[config.mk]
export PLATFORM = sky130hd
export DESIGN_NAME = sparse_mask_bit_encoder
export DESIGN_NICKNAME = d
export VERILOG_FILES = /design/src/smbe_pkg.sv /design/src/smbe_bit_scan.sv /design/src/sparse_mask_bit_encoder.sv
export SDC_FILE = /design/constraint.sdc
export NUM_CORES = 1
export LEC_CHECK = 0
export BUFFER_PORTS_ARGS = -buffer_cell sky130_fd_sc_hd__buf_2
export CAP_MARGIN = 10
export CORE_UTILIZATION = 31
export DETAILED_ROUTE_END_ITERATION = 6
export SETUP_SLACK_MARGIN = 0.5
export SKIP_CTS_REPAIR_TIMING = 1
export SLEW_MARGIN = 10
export SYNTH_ARGS = -nofsm -noshare
export SYNTH_HDL_FRONTEND = slang
export SYNTH_HIERARCHICAL = 1
export SYNTH_SLANG_ARGS = --single-unit
[constraint.sdc]
create_clock -name clk -period 8.5 [get_ports clk]
set_clock_uncertainty 0.2 [all_clocks]
set_input_delay 1.7 -clock clk [delete_from_list [all_inputs] [get_ports clk]]
set_output_delay 1.7 -clock clk [all_outputs]
set_load 0.01 [all_outputs]
[src/smbe_pkg.sv]
// ---------------------------------------------------------------------------
// smbe_pkg: shared types and constants for the sparse mask bit encoder
// Widths, chunk codes, sequencer state encodings and the 8-bit popcount.
// ---------------------------------------------------------------------------
`default_nettype none

package smbe_pkg;

    localparam int MASK_W   = 64;               // input mask width
    localparam int POS_W    = $clog2(MASK_W);   // bit position width
    localparam int CNT_W    = POS_W + 1;        // holds 0..MASK_W
    localparam int CWIDTH_W = 7;                // chunk_width port width
    localparam int SLICE_W  = 8;                // bits counted per cycle
    localparam int SLICE_N  = MASK_W / SLICE_W;
    localparam int SIDX_W   = $clog2(SLICE_N);
    localparam int SCNT_W   = $clog2(SLICE_W) + 1;
    localparam int LIST_MAX = 7;                // largest count the 3-bit field holds
    localparam int REM_W    = 3;

    // chunk values
    localparam logic [1:0] TAG_FULL = 2'h3;
    localparam logic [1:0] TAG_LIST = 2'h1;
    localparam logic       TAG_RAW  = 1'b0;

    // chunk widths
    localparam logic [CWIDTH_W-1:0] WID_TAG2 = CWIDTH_W'(2);
    localparam logic [CWIDTH_W-1:0] WID_TAG1 = CWIDTH_W'(1);
    localparam logic [CWIDTH_W-1:0] WID_POL  = CWIDTH_W'(1);
    localparam logic [CWIDTH_W-1:0] WID_CNT  = CWIDTH_W'(3);
    localparam logic [CWIDTH_W-1:0] WID_POS  = CWIDTH_W'(POS_W);
    localparam logic [CWIDTH_W-1:0] WID_RAW  = CWIDTH_W'(MASK_W);

    typedef enum logic [2:0] {
        ST_IDLE  = 3'b001,
        ST_COUNT = 3'b010,
        ST_EMIT  = 3'b100
    } state_t;

    typedef enum logic [3:0] {
        PH_TAG = 4'b0001,
        PH_POL = 4'b0010,
        PH_CNT = 4'b0100,
        PH_POS = 4'b1000
    } phase_t;

    function automatic logic [SCNT_W-1:0] pop_slice(input logic [SLICE_W-1:0] v);
        logic [SCNT_W-1:0] n;
        n = '0;
        for (int i = 0; i < SLICE_W; i++) begin
            n = n + SCNT_W'(v[i]);
        end
        return n;
    endfunction

endpackage

`default_nettype wire

[src/smbe_bit_scan.sv]
// ---------------------------------------------------------------------------
// smbe_bit_scan: lowest set bit finder
// Gives the position of the lowest set bit of a word and the word with
// that bit cleared.
// ---------------------------------------------------------------------------
`default_nettype none

module smbe_bit_scan (
    input  wire logic [smbe_pkg::MASK_W-1:0] vec,
    output logic      [smbe_pkg::POS_W-1:0]  pos,
    output logic      [smbe_pkg::MASK_W-1:0] rest
);
    import smbe_pkg::*;

    // scan from the top so the lowest set bit wins
    always_comb
    begin
        pos = '0;
        for (int i = MASK_W - 1; i >= 0; i--) begin
            if (vec[i])
            begin
                pos = POS_W'(i);
            end
        end
    end

    // drop the lowest set bit
    assign rest = vec & (vec - MASK_W'(1));

endmodule

`default_nettype wire

[src/sparse_mask_bit_encoder.sv]
// ---------------------------------------------------------------------------
// sparse_mask_bit_encoder: variable-length code for a 64-bit mask
// Splits the code of one mask into bit-field chunks (value, width, last).
// ---------------------------------------------------------------------------
// Sequence: the mask transfer loads the mask, the serial popcount runs over
//   8-bit slices, and then the chunks go out through the output register.
// Input: no new mask is taken until the last of the 1 to 10 chunks of the
//   previous one is in the output register; chunks go one per cycle unless stalled.
// Reset: asynchronous, active low; the sequencer returns to idle and the
//   output register is emptied. Payload registers are not reset.
`default_nettype none

module sparse_mask_bit_encoder (
    input  wire logic                            clk,
    input  wire logic                            rst_n,
    input  wire logic                            in_valid,
    output logic                                 in_stall,
    input  wire logic [smbe_pkg::MASK_W-1:0]     mask,
    output logic                                 out_valid,
    input  wire logic                            out_stall,
    output logic      [smbe_pkg::MASK_W-1:0]     chunk_value,
    output logic      [smbe_pkg::CWIDTH_W-1:0]   chunk_width,
    output logic                                 last_chunk
);
    import smbe_pkg::*;

    // sequencer
    state_t                state_reg, state_next;
    phase_t                phase_reg, phase_next;
    logic [SIDX_W-1:0]     sidx_reg, sidx_next;

    // working data
    logic [MASK_W-1:0]     mask_reg, mask_next;
    logic [CNT_W-1:0]      count_reg, count_next;
    logic [MASK_W-1:0]     enc_reg, enc_next;
    logic [REM_W-1:0]      rem_reg, rem_next;

    // output register
    logic                  out_valid_reg, out_valid_next;
    logic [MASK_W-1:0]     value_reg, value_next;
    logic [CWIDTH_W-1:0]   width_reg, width_next;
    logic                  last_reg, last_next;

    // handshake, popcount slice, scan results and values derived from the finished count
    logic                  in_xfer;
    logic                  out_free;
    logic                  is_full;
    logic                  inverted;
    logic [CNT_W-1:0]      zero_count;
    logic [CNT_W-1:0]      list_count;
    logic                  is_list;
    logic [SLICE_W-1:0]    slice;
    logic [POS_W-1:0]      scan_pos;
    logic [MASK_W-1:0]     scan_rest;

    assign in_stall  = (state_reg != ST_IDLE);
    assign in_xfer   = in_valid && !in_stall;
    // the output register can take a chunk when empty or being drained
    assign out_free  = !out_valid_reg || !out_stall;

    assign out_valid   = out_valid_reg;
    assign chunk_value = value_reg;
    assign chunk_width = width_reg;
    assign last_chunk  = last_reg;

    // current 8-bit slice for the serial popcount
    assign slice = mask_reg[{sidx_reg, {($clog2(SLICE_W)){1'b0}}} +: SLICE_W];

    assign zero_count = CNT_W'(MASK_W) - count_reg;
    assign is_full    = (count_reg == CNT_W'(MASK_W));
    assign inverted   = (zero_count < count_reg);
    assign list_count = inverted ? zero_count : count_reg;
    assign is_list    = !is_full && (list_count <= CNT_W'(LIST_MAX));

    // shared lowest-set-bit finder walks the position list
    smbe_bit_scan u_scan (
        .vec  (enc_reg),
        .pos  (scan_pos),
        .rest (scan_rest)
    );

    always_comb
    begin
        state_next     = state_reg;
        phase_next     = phase_reg;
        sidx_next      = sidx_reg;
        mask_next      = mask_reg;
        count_next     = count_reg;
        enc_next       = enc_reg;
        rem_next       = rem_reg;
        out_valid_next = out_valid_reg;
        value_next     = value_reg;
        width_next     = width_reg;
        last_next      = last_reg;

        // drop the output once the transfer happens
        if (out_valid_reg && !out_stall)
        begin
            out_valid_next = 1'b0;
        end

        case (state_reg)
            ST_IDLE:
            begin
                if (in_xfer)
                begin
                    mask_next  = mask;
                    count_next = '0;
                    sidx_next  = '0;
                    state_next = ST_COUNT;
                end
            end

            ST_COUNT:
            begin
                // accumulate one slice per cycle
                count_next = count_reg + CNT_W'(pop_slice(slice));
                sidx_next  = sidx_reg + SIDX_W'(1);
                if (sidx_reg == SIDX_W'(SLICE_N - 1))
                begin
                    state_next = ST_EMIT;
                    phase_next = PH_TAG;
                end
            end

            ST_EMIT:
            begin
                if (out_free)
                begin
                    out_valid_next = 1'b1;
                    case (phase_reg)
                        PH_TAG:
                        begin
                            if (is_full)
                            begin
                                value_next = MASK_W'(TAG_FULL);
                                width_next = WID_TAG2;
                                last_next  = 1'b1;
                                state_next = ST_IDLE;
                            end
                            else if (is_list)
                            begin
                                value_next = MASK_W'(TAG_LIST);
                                width_next = WID_TAG2;
                                last_next  = 1'b0;
                                enc_next   = inverted ? ~mask_reg : mask_reg;
                                rem_next   = REM_W'(list_count);
                                phase_next = PH_POL;
                            end
                            else
                            begin
                                value_next = MASK_W'(TAG_RAW);
                                width_next = WID_TAG1;
                                last_next  = 1'b0;
                                phase_next = PH_POL;
                            end
                        end

                        PH_POL:
                        begin
                            if (is_list)
                            begin
                                value_next = MASK_W'(inverted);
                                width_next = WID_POL;
                                last_next  = 1'b0;
                                phase_next = PH_CNT;
                            end
                            else
                            begin
                                // raw form: the mask itself closes the code
                                value_next = mask_reg;
                                width_next = WID_RAW;
                                last_next  = 1'b1;
                                state_next = ST_IDLE;
                            end
                        end

                        PH_CNT:
                        begin
                            value_next = MASK_W'(rem_reg);
                            width_next = WID_CNT;
                            last_next  = (rem_reg == '0);
                            if (rem_reg == '0)
                            begin
                                state_next = ST_IDLE;
                            end
                            else
                            begin
                                phase_next = PH_POS;
                            end
                        end

                        PH_POS:
                        begin
                            value_next = MASK_W'(scan_pos);
                            width_next = WID_POS;
                            last_next  = (rem_reg == REM_W'(1));
                            enc_next   = scan_rest;
                            rem_next   = rem_reg - REM_W'(1);
                            if (rem_reg == REM_W'(1))
                            begin
                                state_next = ST_IDLE;
                            end
                        end

                        default:
                        begin
                            out_valid_next = out_valid_reg && out_stall;
                            state_next     = ST_IDLE;
                        end
                    endcase
                end
            end

            default:
            begin
                state_next = ST_IDLE;
            end
        endcase
    end

    // control state
    always_ff @(posedge clk or negedge rst_n)
    begin
        if (!rst_n)
        begin
            state_reg     <= ST_IDLE;
            phase_reg     <= PH_TAG;
            sidx_reg      <= '0;
            out_valid_reg <= 1'b0;
        end
        else
        begin
            state_reg     <= state_next;
            phase_reg     <= phase_next;
            sidx_reg      <= sidx_next;
            out_valid_reg <= out_valid_next;
        end
    end

    // payload
    always_ff @(posedge clk)
    begin
        mask_reg  <= mask_next;
        count_reg <= count_next;
        enc_reg   <= enc_next;
        rem_reg   <= rem_next;
        value_reg <= value_next;
        width_reg <= width_next;
        last_reg  <= last_next;
    end

    // an accepted mask always starts the popcount
    a_xfer_starts_count: assert property (@(posedge clk) disable iff (!rst_n)
        in_xfer |=> (state_reg == ST_COUNT) && (sidx_reg == '0))
        else $error("mask transfer did not start the popcount");

    // the popcount never exceeds the mask width
    a_count_range: assert property (@(posedge clk) disable iff (!rst_n)
        (state_reg == ST_EMIT) |-> (count_reg <= CNT_W'(MASK_W)))
        else $error("popcount out of range");

    // listing positions needs a bit left to find and a nonzero remainder
    a_pos_has_bit: assert property (@(posedge clk) disable iff (!rst_n)
        (state_reg == ST_EMIT && phase_reg == PH_POS)
            |-> (rem_reg != '0) && (enc_reg != '0))
        else $error("position list ran dry");

    // a last chunk sends the sequencer back to idle
    a_last_ends_item: assert property (@(posedge clk) disable iff (!rst_n)
        (state_reg == ST_EMIT && out_free && last_next) |=> (state_reg == ST_IDLE))
        else $error("last chunk did not end the item");

endmodule

`default_nettype wire
# Word-level counts from Yosys, hierarchy flattened
# Index checks and enable logic that the tools add are counted.
dict set report word_totals {
  regBits 221
  input_bits 68
  out_inout_bits 74
  wordCells 180
}
dict set report op_classes {
  add_sub_neg 12
  order_cmp 2
  n_eq_ne 24
  shift 1
  n_mux 107
  bitwise_logic 2
  reduce_logical 21
}
# op n
set op_table {}
lappend op_table {{$mux W6} 64}
lappend op_table {{$mux W64} 4}
lappend op_table {{$pmux W64 S4} 1}
lappend op_table {{$pmux W64 S2} 1}
lappend op_table {{$and A64 B64 Y64} 1}
lappend op_table {{$not A64 Y64} 1}
lappend op_table {{$shiftx A64 B7 Y8} 1}
lappend op_table {{$sub A64 B1 Y64 const B} 1}
lappend op_table {{$mux W3} 10}
lappend op_table {{$pmux W7 S4} 1}
lappend op_table {{$mux W7} 3}
lappend op_table {{$ne A3 B3 Y1 const B} 7}
lappend op_table {{$mux W4} 5}
lappend op_table {{$add A4 B1 Y4} 4}
lappend op_table {{$pmux W7 S2} 1}
lappend op_table {{$reduce_and A7 Y1} 2}
lappend op_table {{$pmux W3 S2} 2}
lappend op_table {{$pmux W3 S4} 1}
lappend op_table {{$pmux W4 S3} 1}
lappend op_table {{$ne A2 B2 Y1 const B} 5}
lappend op_table {{$pmux W3 S3} 1}
lappend op_table {{$pmux W4 S2} 1}
lappend op_table {{$add A7 B4 Y7} 1}
lappend op_table {{$eq A7 B7 Y1 const B} 1}
lappend op_table {{other kinds (30)} 49}

# Depth between registers and ports, before layout
# Gate-level depths: netlist of run 1.
dict set report depth {
  word_depth 65
  mapped_depth 18
  ltp_nobuf 16
}

# Cells and area by module
# Netlist of run 1, hierarchy kept.
# mod instances cells_each area_each_um2 seq_area_each_um2
set modules_own_cells {}
lappend modules_own_cells {sparse_mask_bit_encoder 1 725 9914.5 6493.7}
lappend modules_own_cells {smbe_bit_scan 1 243 1566.5 0.0}

# Worst setup path before layout of run 1
# No wires, ideal clock.
dict set report synth_timing {
  kind {register to register}
  from {reg count_reg[4]}
  to {reg enc_reg[0] (enable)}
  setup_time_ns 0.592
  arrival_time_ns 7.081
  setup_slack_ns 0.627
  stages_incl_launch_ff 9
  path_cell_list {edfxtp_1 clkbuf_1 or3_1 ha_1 nor4bb_1 o2111ai_1 nand3_1 a21oi_1 a211oi_1}
}
dict set report synth_between {
  elab_chain_len 7
  word_cells_on_any_way 10
  cone_classes {1 x add/sub; 2 x order compare; 3 x eq/ne; 1 x mux; 3 x reduce/logical}
}
# item line_no
set synth_lines {}
lappend synth_lines {{start, declared} sparse_mask_bit_encoder.sv:34} ;# logic [CNT_W-1:0] count_reg, count_next;
lappend synth_lines {{start signal, assigned} sparse_mask_bit_encoder.sv:245} ;# count_reg <= count_next;
lappend synth_lines {{$sub A7 B7 Y7} sparse_mask_bit_encoder.sv:69} ;# assign zero_count = CNT_W'(MASK_W) - count_reg;
lappend synth_lines {{$lt A7 B7 Y1} sparse_mask_bit_encoder.sv:71} ;# assign inverted = (zero_count < count_reg);
lappend synth_lines {{$mux W7} sparse_mask_bit_encoder.sv:72} ;# assign list_count = inverted ? zero_count : count_reg;
lappend synth_lines {{$le A7 B3 Y1} sparse_mask_bit_encoder.sv:73} ;# assign is_list = !is_full && (list_count <= CNT_W'(LIST_MAX));
lappend synth_lines {{$logic_and A1 B1 Y1} sparse_mask_bit_encoder.sv:73}
lappend synth_lines {{$ne A2 B2 Y1 (no source line)} --}
lappend synth_lines {{$reduce_and A5 Y1 (no source line) (*)} --}
lappend synth_lines {{end signal, assigned} sparse_mask_bit_encoder.sv:246} ;# enc_reg <= enc_next;
lappend synth_lines {{end, declared} sparse_mask_bit_encoder.sv:35} ;# logic [MASK_W-1:0] enc_reg, enc_next;
# Mark *: on every way between the ends. The rest lies on a longest branch, timed or not.
# A chain may end at the register's enable or synchronous reset.

# Worst setup path in the final report of run 1
dict set report layout_timing {
  from {reg sidx_reg[0]}
  to {reg count_reg[6], data pin}
}
dict set report layout_between {
  elab_chain_len 10
}
# item line_no
set layout_lines {}
lappend layout_lines {{start, declared} sparse_mask_bit_encoder.sv:30} ;# logic [SIDX_W-1:0] sidx_reg, sidx_next;
lappend layout_lines {{start signal, assigned} sparse_mask_bit_encoder.sv:236} ;# sidx_reg <= sidx_next;
lappend layout_lines {{$shiftx A64 B7 Y8 (*)} sparse_mask_bit_encoder.sv:67} ;# assign slice = mask_reg[{sidx_reg, {($clog2(SLICE_W)){1'b0}}} +: SLICE_W];
lappend layout_lines {{$add A1 B1 Y2} smbe_pkg.sv:50} ;# n = n + SCNT_W'(v[i]);
lappend layout_lines {{$add A2 B1 Y3} smbe_pkg.sv:50}
lappend layout_lines {{$add A3 B1 Y4} smbe_pkg.sv:50}
lappend layout_lines {{$add A4 B1 Y4 (3 in series)} smbe_pkg.sv:50}
lappend layout_lines {{$add A4 B1 Y4 (*)} smbe_pkg.sv:50}
lappend layout_lines {{$add A7 B4 Y7 (*)} sparse_mask_bit_encoder.sv:117} ;# count_next = count_reg + CNT_W'(pop_slice(slice));
lappend layout_lines {{$pmux W7 S2 (*)} sparse_mask_bit_encoder.sv:102} ;# case (state_reg)
# Marked as above.

==> key figures, run 1 <==
Global route
  – Vias in the first global route: 7799
  – Global-route wire length before repair: 46.0 mm
  – GRT Total Usage: 15.8%
  – Antenna violations before repair: 2
  – Largest net degree at the start of global routing: 91
  – GRT overflow: 0

Critical path
  – CP max stage delay: 580 ps
  – Endpoint class of the critical path: flip-flop
  – Flop2flop setup slack: 3210 ps
  – Slowest CP cell: dfrtp_1
  – Reg2reg path depth: 17
  – CP Data Arrival Time: 5340 ps
  – Crit path launch: sidx_reg[0]
  – Critical path class: flip-flop to flip-flop
  – Crit path required time: 8550 ps
  – CP endpoint: count_reg[6]
  – Reg2reg end: count_reg[6]
  – Crit-path most repeated cell: fa_1
  – Cells along the critical path: buf_4 -> mux4_2 -> mux2_2 -> fa_1 -> inv_1 -> fa_1 -> fa_1 -> inv_1 -> fa_1 -> inv_1 -> fa_1 -> nor2b_1 -> o21ai_0 -> nand2b_1 -> and3_1 -> xnor2_1 -> nor2_1
  – Worst r2r src: sidx_reg[0]
  – Largest fanout on the critical path: 13
  – Startpoint types: flip-flop

STA
  – Max-Slew Margin vs Limit: 30.7%
  – Period utilization: 62.3%
  – Pins Over Slew Limit: 0
  – Slew @ Worst Pin: 1040 ps
  – Min Tclk post-route: 5290 ps
  – Final hold vios: 0
  – Final setup viols: 0
  – RSZ-0062 raised after global routing: no
  – Setup tns final: 0 ps
  – Fmax: 0.189 GHz

Power and ir drop
  – Worst vdd ir: 244 uV
  – Total power: 4.20 mW
  – Power density over the cells: 315 nW/um^2
  – Leakage power figure: 4.33 nW

Route
  – Vias/cell: 5.06
  – Via Count: 7974
  – Final wirelength: 30.3 mm
  – First drt pass iteration count: 6
  – DRT antenna net count: 0
  – Starting DRT DRC Count: 674
  – Routed length per instance: 19.3 um
  – # DRC: 0

Placement
  – Gpl congestion: 0.901
  – HPWL Detailed: 22.1 mm
  – Port Buf Inserts: 138

CTS
  – Maximum clock path buffer count: 3
  – H-tree depth: 1
  – Reg clk slew, reported paths: 60 ps
  – Inserted Clock Buffers: 24
  – Clock sinks: 218
  – Root buffer cell: clkbuf_16
  – Skew-Pair Late Insertion Delay: 510 ps
  – TritonCTS clock tree: yes

Synth
  – Dominant synthesized flop cell: edfxtp_1
  – FFs w/ async S/R, synth: 5.05%
  – Top cell type's share of synthesized area: 54.1%
  – Post-Synthesis Cells: 968
  – Area leader, netlist: edfxtp_1
  – Sequential-to-total area share from yosys stat: 56.6%
  – Yosys reg bits: 218
  – Syn Area/Cell: 11.9 um^2
  – Number of synthesized flops with an enable pin: 207
  – Synth cell types: 79
  – Top post-synthesis cells by area: edfxtp_1 54%, xnor2_1 5.3%, and2_1 4.1%
  – Yosys warning total: 6
  – Cell Area, Synth: 11500 um^2

Finish
  – Layout fillers: 3554
  – Most frequent cells in the layout: 207 x edfxtp_1, 138 x buf_2, 102 x nand2_1
  – Layout cell share with drive strength beyond 1: 21.5%
  – Most common cell after layout, fill and taps aside: edfxtp_1
  – Ant. Diodes: 0
  – Reg area: 6490 um^2
  – Area of the multi-input gates: 4610 um^2
  – Final nets: 1177
  – P&R area growth vs syn: 16.4%

Run
  – Max-Cap Viols: 0

Floorplan
  – Initial core utilization: 31.4%
  – Die area: 37800 um^2
  – Core box area: 36500 um^2
  – Die X-Extent: 194 um
  – I/O pin cnt: 142
  – Die height: 194 um
  – Cell Rows: 70

Run status
  – Outcome: finished clean

Worst hold path
  – Worst min path class: flip-flop to flip-flop
## cells by family (layout without fill, tap and decap cells)
group | after synthesis | after routing | synth area share, %
other cells | 2 | 4 | 0.0654
buf+inv | 83 | 220 | 3.54
fa+ha+maj | 19 | 19 | 2.40
simple gates | 345 | 345 | 16.1
compound gates | 206 | 206 | 12.1
xor+xnor | 71 | 71 | 5.42
flops | 218 | 218 | 56.6
mux | 24 | 24 | 3.88
## metrics by stage
step | hold WS (ps) | cell area [um^2] | setup WS (ps) | std cells | utilization (%)
final | 324 | 13400 | 3210 | 1575 | 36.6
after detailed placement | 318 | 12600 | 3180 | 1532 | 34.4
after global placement | 317 | 12600 | 3290 | 1532 | 34.4
after CTS | 327 | 13400 | 3160 | 1575 | 36.6
after floorplan | 346 | 11500 | 627 | 970 | -
after global routing | 371 | 13400 | 2870 | 1575 | 36.6
## synth_stat cells (4+ instances only)
cell,number
a211oi_1,4
a21oi_1,24
a22o_1,5
a22oi_1,4
a31oi_1,6
and2_1,75
and3_1,5
buf_4,7
buf_8,5
clkbuf_1,35
dfrtp_1,9
edfxtp_1,207
fa_1,5
ha_1,14
inv_1,30
mux2_2,4
mux2i_1,4
mux4_2,16
nand2_1,102
nand2b_1,9
nand3_1,18
nand4_1,4
nor2_1,41
nor2b_1,14
nor3_1,21
nor4_1,16
o21a_1,14
o21ai_0,46
o21ai_1,39
o21bai_1,4
o31a_1,14
o41a_1,9
or2_2,6
or3_1,8
or4_1,5
xnor2_1,69
## power by group
part / switching [mW] / leakage, nW / total, mW / internal [mW]
clock network: 0.435 / 0.388 / 1.06 / 0.629
logic: 0.827 / 2.04 / 1.54 / 0.715
registers: 0.150 / 1.91 / 1.60 / 1.45
total: 1.41 / 4.33 / 4.20 / 2.79
## worst max-delay path: cells and delay by family, from the launching register on
| kind | cells | cell delay (ps) |
|---|---|---|
| AOI/OAI and AO/OA | 1 | 150 |
| xor gates and xnor gates | 1 | 140 |
| adders and majority gates | 5 | 2150 |
| buffers and inverters | 4 | 520 |
| DFF | 1 | 580 |
| muxes | 2 | 880 |
| and+or+nand+nor | 4 | 420 |
## how the worst min path moves through the flow
| stage | start | cells past startpoint | end |
|---|---|---|---|
| 2_1_floorplan | sidx_reg[1] | 3 | sidx_reg[1] |
| 3_3_place_gp | phase_reg[0] | 2 | phase_reg[0] |
| 3_5_place_dp | phase_reg[0] | 2 | phase_reg[0] |
| 4_1_cts | phase_reg[0] | 2 | phase_reg[0] |
| 5_1_grt | phase_reg[0] | 2 | phase_reg[0] |
| 6_report | phase_reg[0] | 2 | phase_reg[0] |
## routing by layer
metal	global-route usage, %	share of wire (%)	up-vias
met5	0	0.056	-
met4	5.50	2.9	2
met3	2.33	5.5	48
met2	25.9	47	261
met1	21.3	44	3838
li1	-	-	3825
## cell type report
| cell class | instances | area share [%] |
|---|---|---|
| Sequential cell | 218 | 48.6 |
| Multi-Input combinational cell | 669 | 34.5 |
| Timing Repair Buffer | 147 | 5.67 |
| Clock buffer | 27 | 4.74 |
| Tap cell | 468 | 4.38 |
| Clock inverter | 16 | 1.26 |
| Inverter | 30 | 0.852 |
Power figures use the tool's default switching activity.
==> run 2, diff against run 1 <==
- ABC_AREA: unset -> 1
- clock period: 8.5 -> 5.13 ns (I/O delays scaled with it)
==> key figures, run 2 <==
CTS
  – Reg clk slew, reported paths: 60 ps (about the same)
  – Skew-Pair Late Insertion Delay: 550 ps (was 510 ps)
  – Root buffer cell: clkbuf_16 (unchanged)
  – Clock sinks: 218 (unchanged)
  – H-tree depth: 1 (unchanged)
  – Maximum clock path buffer count: 3 (unchanged)
  – Inserted Clock Buffers: 27 (was 24)
  – TritonCTS clock tree: yes (unchanged)

Power and ir drop
  – Power density over the cells: 509 nW/um^2 (was 315 nW/um^2)
  – Worst vdd ir: 289 uV (was 244 uV)
  – Leakage power figure: 5.98 nW (was 4.33 nW)

STA
  – Setup tns final: 0 ps (unchanged)
  – Min Tclk post-route: 4480 ps (was 5290 ps)
  – Final hold vios: 0 (unchanged)
  – Pins Over Slew Limit: 0 (unchanged)
  – RSZ-0062 raised after global routing: yes (was no)
  – Slew @ Worst Pin: 877 ps (was 1040 ps)
  – Period utilization: 87.4% (was 62.3%)
  – Final setup viols: 0 (unchanged)
  – Fmax: 0.223 GHz (was 0.189 GHz)
  – Max-Slew Margin vs Limit: 41.4% (was 30.7%)

Global route
  – Global-route wire length before repair: 50.9 mm (was 46.0 mm)
  – Largest net degree at the start of global routing: 70 (was 91)
  – Vias in the first global route: 9205 (was 7799)
  – GRT overflow: 0 (unchanged)
  – Antenna violations before repair: 0 (was 2)
  – GRT Total Usage: 17.0% (was 15.8%)

Synth
  – Post-synthesis adder-cell area fraction: 2.37% (was 2.40%)
  – Top cell type's share of synthesized area: 53.4% (was 54.1%)
  – Post-synth top cells: 287 x nand2_1, 240 x nor2_1, 207 x edfxtp_1 (was 207 x edfxtp_1, 102 x nand2_1, 75 x and2_1)
  – Post-synthesis simple-gate area fraction: 20.2% (was 16.1%)
  – Syn Area/Cell: 8.65 um^2 (was 11.9 um^2)
  – Largest family of logic cells by synthesized area: simple AND/OR/NAND/NOR gates (unchanged)
  – Synth cell types: 47 (was 79)
  – Sequential-to-total area share from yosys stat: 55.8% (was 56.6%)
  – Number of synthesized flops with an enable pin: 207 (unchanged)
  – Dominant synthesized flop cell: edfxtp_1 (unchanged)
  – Post-Synthesis Cells: 1345 (was 968)
  – Cell Area, Synth: 11600 um^2 (was 11500 um^2)
  – Area leader, netlist: edfxtp_1 (unchanged)
  – Multiplexer share of the synthesized area: 0% (was 3.88%)
  – Top post-synthesis cells by area: edfxtp_1 53%, nand2_1 9.3%, nor2_1 7.7% (was edfxtp_1 54%, xnor2_1 5.3%, and2_1 4.1%)
  – Count leader, synth: nand2_1 (was edfxtp_1)
  – Yosys reg bits: 218 (unchanged)
  – Yosys warning total: 6 (unchanged)
  – FFs w/ async S/R, synth: 5.05% (unchanged)
  – Compound-cell area share of the yosys netlist: 11.7% (was 12.1%)
  – Post-Synth XOR/XNOR Area: 0.151% (was 5.42%)

Placement
  – HPWL Detailed: 24.2 mm (was 22.1 mm)
  – Port Buf Inserts: 138 (unchanged)
  – Gpl congestion: 0.909 (was 0.901)
  – Placed inst area: 12900 um^2 (was 12600 um^2)
  – Total placed cells including tap cells: 1923 (was 1532)

Critical path
  – Critical path class: flip-flop to flip-flop (unchanged)
  – Crit path required time: 5200 ps (was 8550 ps)
  – Reg2reg path depth: 19 (was 17)
  – Startpoint types: flip-flop (unchanged)
  – Flop2flop setup slack: 650 ps (was 3210 ps)
  – Endpoint class of the critical path: flip-flop (unchanged)
  – CP Data Arrival Time: 4550 ps (was 5340 ps)
  – Largest fanout on the critical path: 33 (was 13)

Finish
  – Final nets: 1574 (was 1177)
  – Layout fillers: 3759 (was 3554)
  – Most common cell after layout, fill and taps aside: nand2_1 (was edfxtp_1)
  – Final Cell Area: 13800 um^2 (was 13400 um^2)
  – Ant. Diodes: 0 (unchanged)
  – P&R area growth vs syn: 18.9% (was 16.4%)
  – Fin cells: 1975 (was 1575)
  – Most frequent cells in the layout: 287 x nand2_1, 239 x nor2_1, 207 x edfxtp_1 (was 207 x edfxtp_1, 138 x buf_2, 102 x nand2_1)
  – Layout cell share with drive strength beyond 1: 16.7% (was 21.5%)

Floorplan
  – Die height: 196 um (was 194 um)
  – Die X-Extent: 196 um (was 194 um)
  – I/O pin cnt: 142 (unchanged)
  – Cell Rows: 70 (unchanged)
  – Core box area: 36800 um^2 (was 36500 um^2)
  – Die area: 38300 um^2 (was 37800 um^2)
  – Initial core utilization: 31.6% (was 31.4%)

Run status
  – Outcome: finished clean (unchanged)

Worst hold path
  – Worst min path class: primary input to async pin (was flip-flop to flip-flop)

Route
  – Starting DRT DRC Count: 805 (was 674)
  – DRT antenna net count: 0 (unchanged)
  – Vias/cell: 4.85 (was 5.06)
  – Via Count: 9574 (was 7974)
  – # DRC: 0 (unchanged)
  – Final wirelength: 33.1 mm (was 30.3 mm)
  – First drt pass iteration count: 5 (was 6)
  – Routed length per instance: 16.8 um (was 19.3 um)

Run
  – Max-Cap Viols: 0 (unchanged)
run 2: changes by cell type in the layout (fill, tap and decap cells not counted), sizes merged, moves of 16 or more:
| cell | before | now |
|---|---|---|
| nor2 | 41 | 244 |
| inv | 30 | 228 |
| nand2 | 102 | 292 |
| a31oi | 6 | 86 |
| and2 | 77 | 0 |
| xnor2 | 69 | 1 |
| a21oi | 24 | 67 |
| o21ai | 85 | 60 |
| nor4 | 19 | 2 |
| o31a | 17 | 0 |
| mux4 | 16 | 0 |
run 2: kinds of logic (layout without fill, tap and decap cells):
family,after synthesis,after routing
flip-flops,218,218
adder cells (fa/ha/maj),19,19
XOR/XNOR,2,2
other,2,4
buffers and inverters,283,443
AND/OR/NAND/NOR,586,586
AO/OA/AOI/OAI,235,235
run 2: final cells by class:
| type | count | area (um^2) | area share (%) |
|---|---|---|---|
| Tap cell | 468 | 586 | 4.23 |
| Multi-Input combinational cell | 846 | 4060 | 29.4 |
| Sequential cell | 218 | 6490 | 47.0 |
| Clock inverter | 19 | 233 | 1.68 |
| Timing Repair Buffer | 160 | 888 | 6.42 |
| Clock buffer | 30 | 687 | 4.97 |
| Inverter | 234 | 883 | 6.39 |
run 2: critical path: stages (launching register included):
cell and delay (ps):
dfrtp_1 370, buf_8 210, clkinvlp_4 170, a21oi_1 200, a221oi_2 80, a31oi_1 190, fa_1 440, inv_1 80
fa_1 430, fa_1 480, inv_1 90, fa_1 200, inv_1 60, fa_1 350, inv_1 90, a21oi_1 80
o21bai_2 160, nand2_1 90, o21ai_0 150, a21oi_1 80
run 2: routing by layer:
metal	global-route usage [%]	wire length, um	up-vias
li1	-	-	4716
met1	23.2	15000	4521
met5	0	0	-
met4	4.14	559	0
met3	2.66	2040	41
met2	28.3	15500	296
run 2: final timing paths:
check                             start           end
hold / removal                    rst_n     out_valid
max in group asynchronous         rst_n  state_reg[0]
setup reg to reg            sidx_reg[0]  count_reg[6]
setup / recovery            sidx_reg[0]  count_reg[6]
hold reg to reg            phase_reg[0]  phase_reg[0]
min in group clk           phase_reg[0]  phase_reg[0]
run 2: report_power, final:
part / switching, mW / internal, mW / leakage [nW]
clock network: 0.768 / 1.22 / 0.442
registers: 0.171 / 2.36 / 2.05
logic: 1.66 / 0.858 / 3.49
run 2: metrics by stage:
stage / power (mW) / hold slack [ps] / setup WS [ps] / utilization (%)
2_1_floorplan: 4.30 / 257 / 544 / -
3_3_place_gp: 4.98 / 273 / 502 / 35.0
3_5_place_dp: 5.05 / 285 / 371 / 35.0
4_1_cts: 7.06 / 161 / 389 / 37.5
5_1_grt: 7.52 / 173 / 90.4 / 37.6
6_report: 7.04 / 160 / 648 / 37.6
==> run 3, diff against run 2 <==
- CORE_ASPECT_RATIO: unset -> 1.75
- CTS_CLUSTER_SIZE: unset -> 16
==> key figures, run 3 (synthesis gave the netlist of run 2 again) <==
Critical path
  – Largest fanout on the critical path: 9 (was 33)
  – Startpoint types: flip-flop (unchanged)
  – Endpoint class of the critical path: flip-flop (unchanged)
  – CP Data Arrival Time: 4550 ps (about the same)
  – Reg2reg end: count_reg[6] (unchanged)
  – Critical path class: flip-flop to flip-flop (unchanged)
  – Crit path required time: 5200 ps (about the same)
  – Reg2reg path depth: 20 (was 19)
  – Flop2flop setup slack: 650 ps (about the same)
  – Worst r2r src: sidx_reg[1] (was sidx_reg[0])

STA
  – Final setup viols: 0 (unchanged)
  – Pins Over Slew Limit: 0 (unchanged)
  – Period utilization: 87.4% (about the same)
  – Slew @ Worst Pin: 849 ps (was 877 ps)
  – Fmax: 0.223 GHz (about the same)
  – Final hold vios: 0 (unchanged)
  – RSZ-0062 raised after global routing: yes (unchanged)
  – Min Tclk post-route: 4480 ps (about the same)
  – Setup tns final: 0 ps (unchanged)
  – Worst hold margin: 176 ps (was 160 ps)
  – Max-Slew Margin vs Limit: 43.4% (was 41.4%)

Floorplan
  – Initial core utilization: 31.5% (was 31.6%)
  – Core box area: 36900 um^2 (was 36800 um^2)
  – Die height: 258 um (was 196 um)
  – Cell Rows: 93 (was 70)
  – Die area: 38300 um^2 (about the same)
  – I/O pin cnt: 142 (unchanged)
  – Die X-Extent: 148 um (was 196 um)

Finish
  – Ant. Diodes: 0 (unchanged)
  – P&R area growth vs syn: 17.5% (was 18.9%)
  – Final nets: 1574 (unchanged)
  – Layout cell share with drive strength beyond 1: 16.8% (was 16.7%)
  – Layout fillers: 3794 (was 3759)
  – Most frequent cells in the layout: 285 x nand2_1, 239 x nor2_1, 207 x edfxtp_1 (was 287 x nand2_1, 239 x nor2_1, 207 x edfxtp_1)
  – Most common cell after layout, fill and taps aside: nand2_1 (unchanged)

Global route
  – GRT Total Usage: 17.9% (was 17.0%)
  – Largest net degree at the start of global routing: 83 (was 70)
  – GRT overflow: 0 (unchanged)
  – Vias in the first global route: 9689 (was 9205)
  – Global-route wire length before repair: 52.3 mm (was 50.9 mm)
  – Antenna violations before repair: 0 (unchanged)

Route
  – Via Count: 9610 (was 9574)
  – Final wirelength: 34.1 mm (was 33.1 mm)
  – Routed length per instance: 17.2 um (was 16.8 um)
  – DRT antenna net count: 0 (unchanged)
  – Starting DRT DRC Count: 825 (was 805)
  – # DRC: 0 (unchanged)
  – First drt pass iteration count: 7 (was 5)
  – Vias/cell: 4.86 (was 4.85)

CTS
  – H-tree depth: 1 (unchanged)
  – Inserted Clock Buffers: 22 (was 27)
  – Maximum clock path buffer count: 3 (unchanged)
  – Skew-Pair Late Insertion Delay: 540 ps (was 550 ps)
  – Root buffer cell: clkbuf_16 (unchanged)
  – Clock sinks: 218 (unchanged)
  – TritonCTS clock tree: yes (unchanged)
  – Reg clk slew, reported paths: 70 ps (was 60 ps)

Placement
  – Gpl congestion: 0.907 (was 0.909)
  – Port Buf Inserts: 138 (unchanged)
  – HPWL Detailed: 25.1 mm (was 24.2 mm)

Worst hold path
  – Worst min path class: primary input to async pin (unchanged)

Run
  – Max-Cap Viols: 0 (unchanged)

Power and ir drop
  – Leakage power figure: 5.91 nW (was 5.98 nW)
  – Worst vdd ir: 338 uV (was 289 uV)
  – Power density over the cells: 488 nW/um^2 (was 509 nW/um^2)

Run status
  – Outcome: finished clean (unchanged)
[run 3: cell count changes in the layout (fill, tap and decap cells not counted), sizes merged]
| cell | previous run | this run |
|---|---|---|
| clkinv | 17 | 18 |
| clkbuf | 30 | 25 |
| bufinv | 5 | 2 |
| inv | 228 | 227 |
| buf | 160 | 164 |
[run 3: power by group]
group	internal, mW	leakage [nW]	switching (mW)
clock	0.928	0.356	0.728
combinational	0.851	3.50	1.63
sequential	2.36	2.05	0.177
[run 3: layer usage]
| metal | global-route usage [%] | vias up | share of wire (%) | wire [um] |
|---|---|---|---|---|
| met3 | 1.81 | 92 | 4.2 | 1430 |
| li1 | - | 4713 | - | - |
| met2 | 33.5 | 305 | 53 | 18200 |
| met4 | 11.3 | 0 | 6.3 | 2140 |
| met5 | 0 | - | 0 | 0 |
| met1 | 18.9 | 4500 | 36 | 12400 |
[run 3: worst max-delay path, stage by stage (launching register included)]
cell	delay (ps)
dfrtp_1	400
clkinvlp_4	130
buf_4	170
a21oi_1	100
o21ai_0	90
nand3_1	120
nand2_1	80
fa_1	500
inv_1	50
fa_1	470
fa_1	490
inv_1	90
fa_1	200
inv_1	60
fa_1	350
inv_1	90
a21oi_1	70
o21bai_1	220
nand2_1	100
o21ai_0	160
a21oi_1	90
[run 3: worst max-delay path by stage]
| stage | from | endpoint | slack (ps) | depth (start not counted) |
|---|---|---|---|---|
| 4_1_cts | sidx_reg[0] | count_reg[6] | 320 | 18 |
| 3_3_place_gp | sidx_reg[0] | count_reg[6] | 440 | 18 |
| 3_5_place_dp | sidx_reg[0] | count_reg[6] | 340 | 18 |
| 5_1_grt | enc_reg[63] | chunk_value[0] | 100 | 66 |
| 6_report | sidx_reg[1] | count_reg[6] | 650 | 20 |
| 2_1_floorplan | count_reg[2] | enc_reg[0] | 540 | 15 |
[run 3: metrics by stage]
step | total power [mW] | util [%] | worst slack [ps] | area, um^2 | instances
global route | 7.15 | 37.1 | 101 | 13700 | 1978
floorplan | 4.30 | - | 544 | 11600 | 1347
detailed placement | 5.01 | 34.9 | 342 | 12900 | 1930
global placement | 4.97 | 34.9 | 444 | 12900 | 1930
CTS | 6.68 | 36.9 | 321 | 13600 | 1970
finish | 6.67 | 37.1 | 647 | 13700 | 1978
[run 3: layout make-up]
cell class,count,area (um^2),area share [%]
clock buffer,24,579,4.24
sequential,218,6490,47.5
multi-input combinational,846,4060,29.6
clock inverter,16,148,1.08
inverter,234,887,6.49
tap,475,594,4.35
timing repair buffer,165,920,6.72
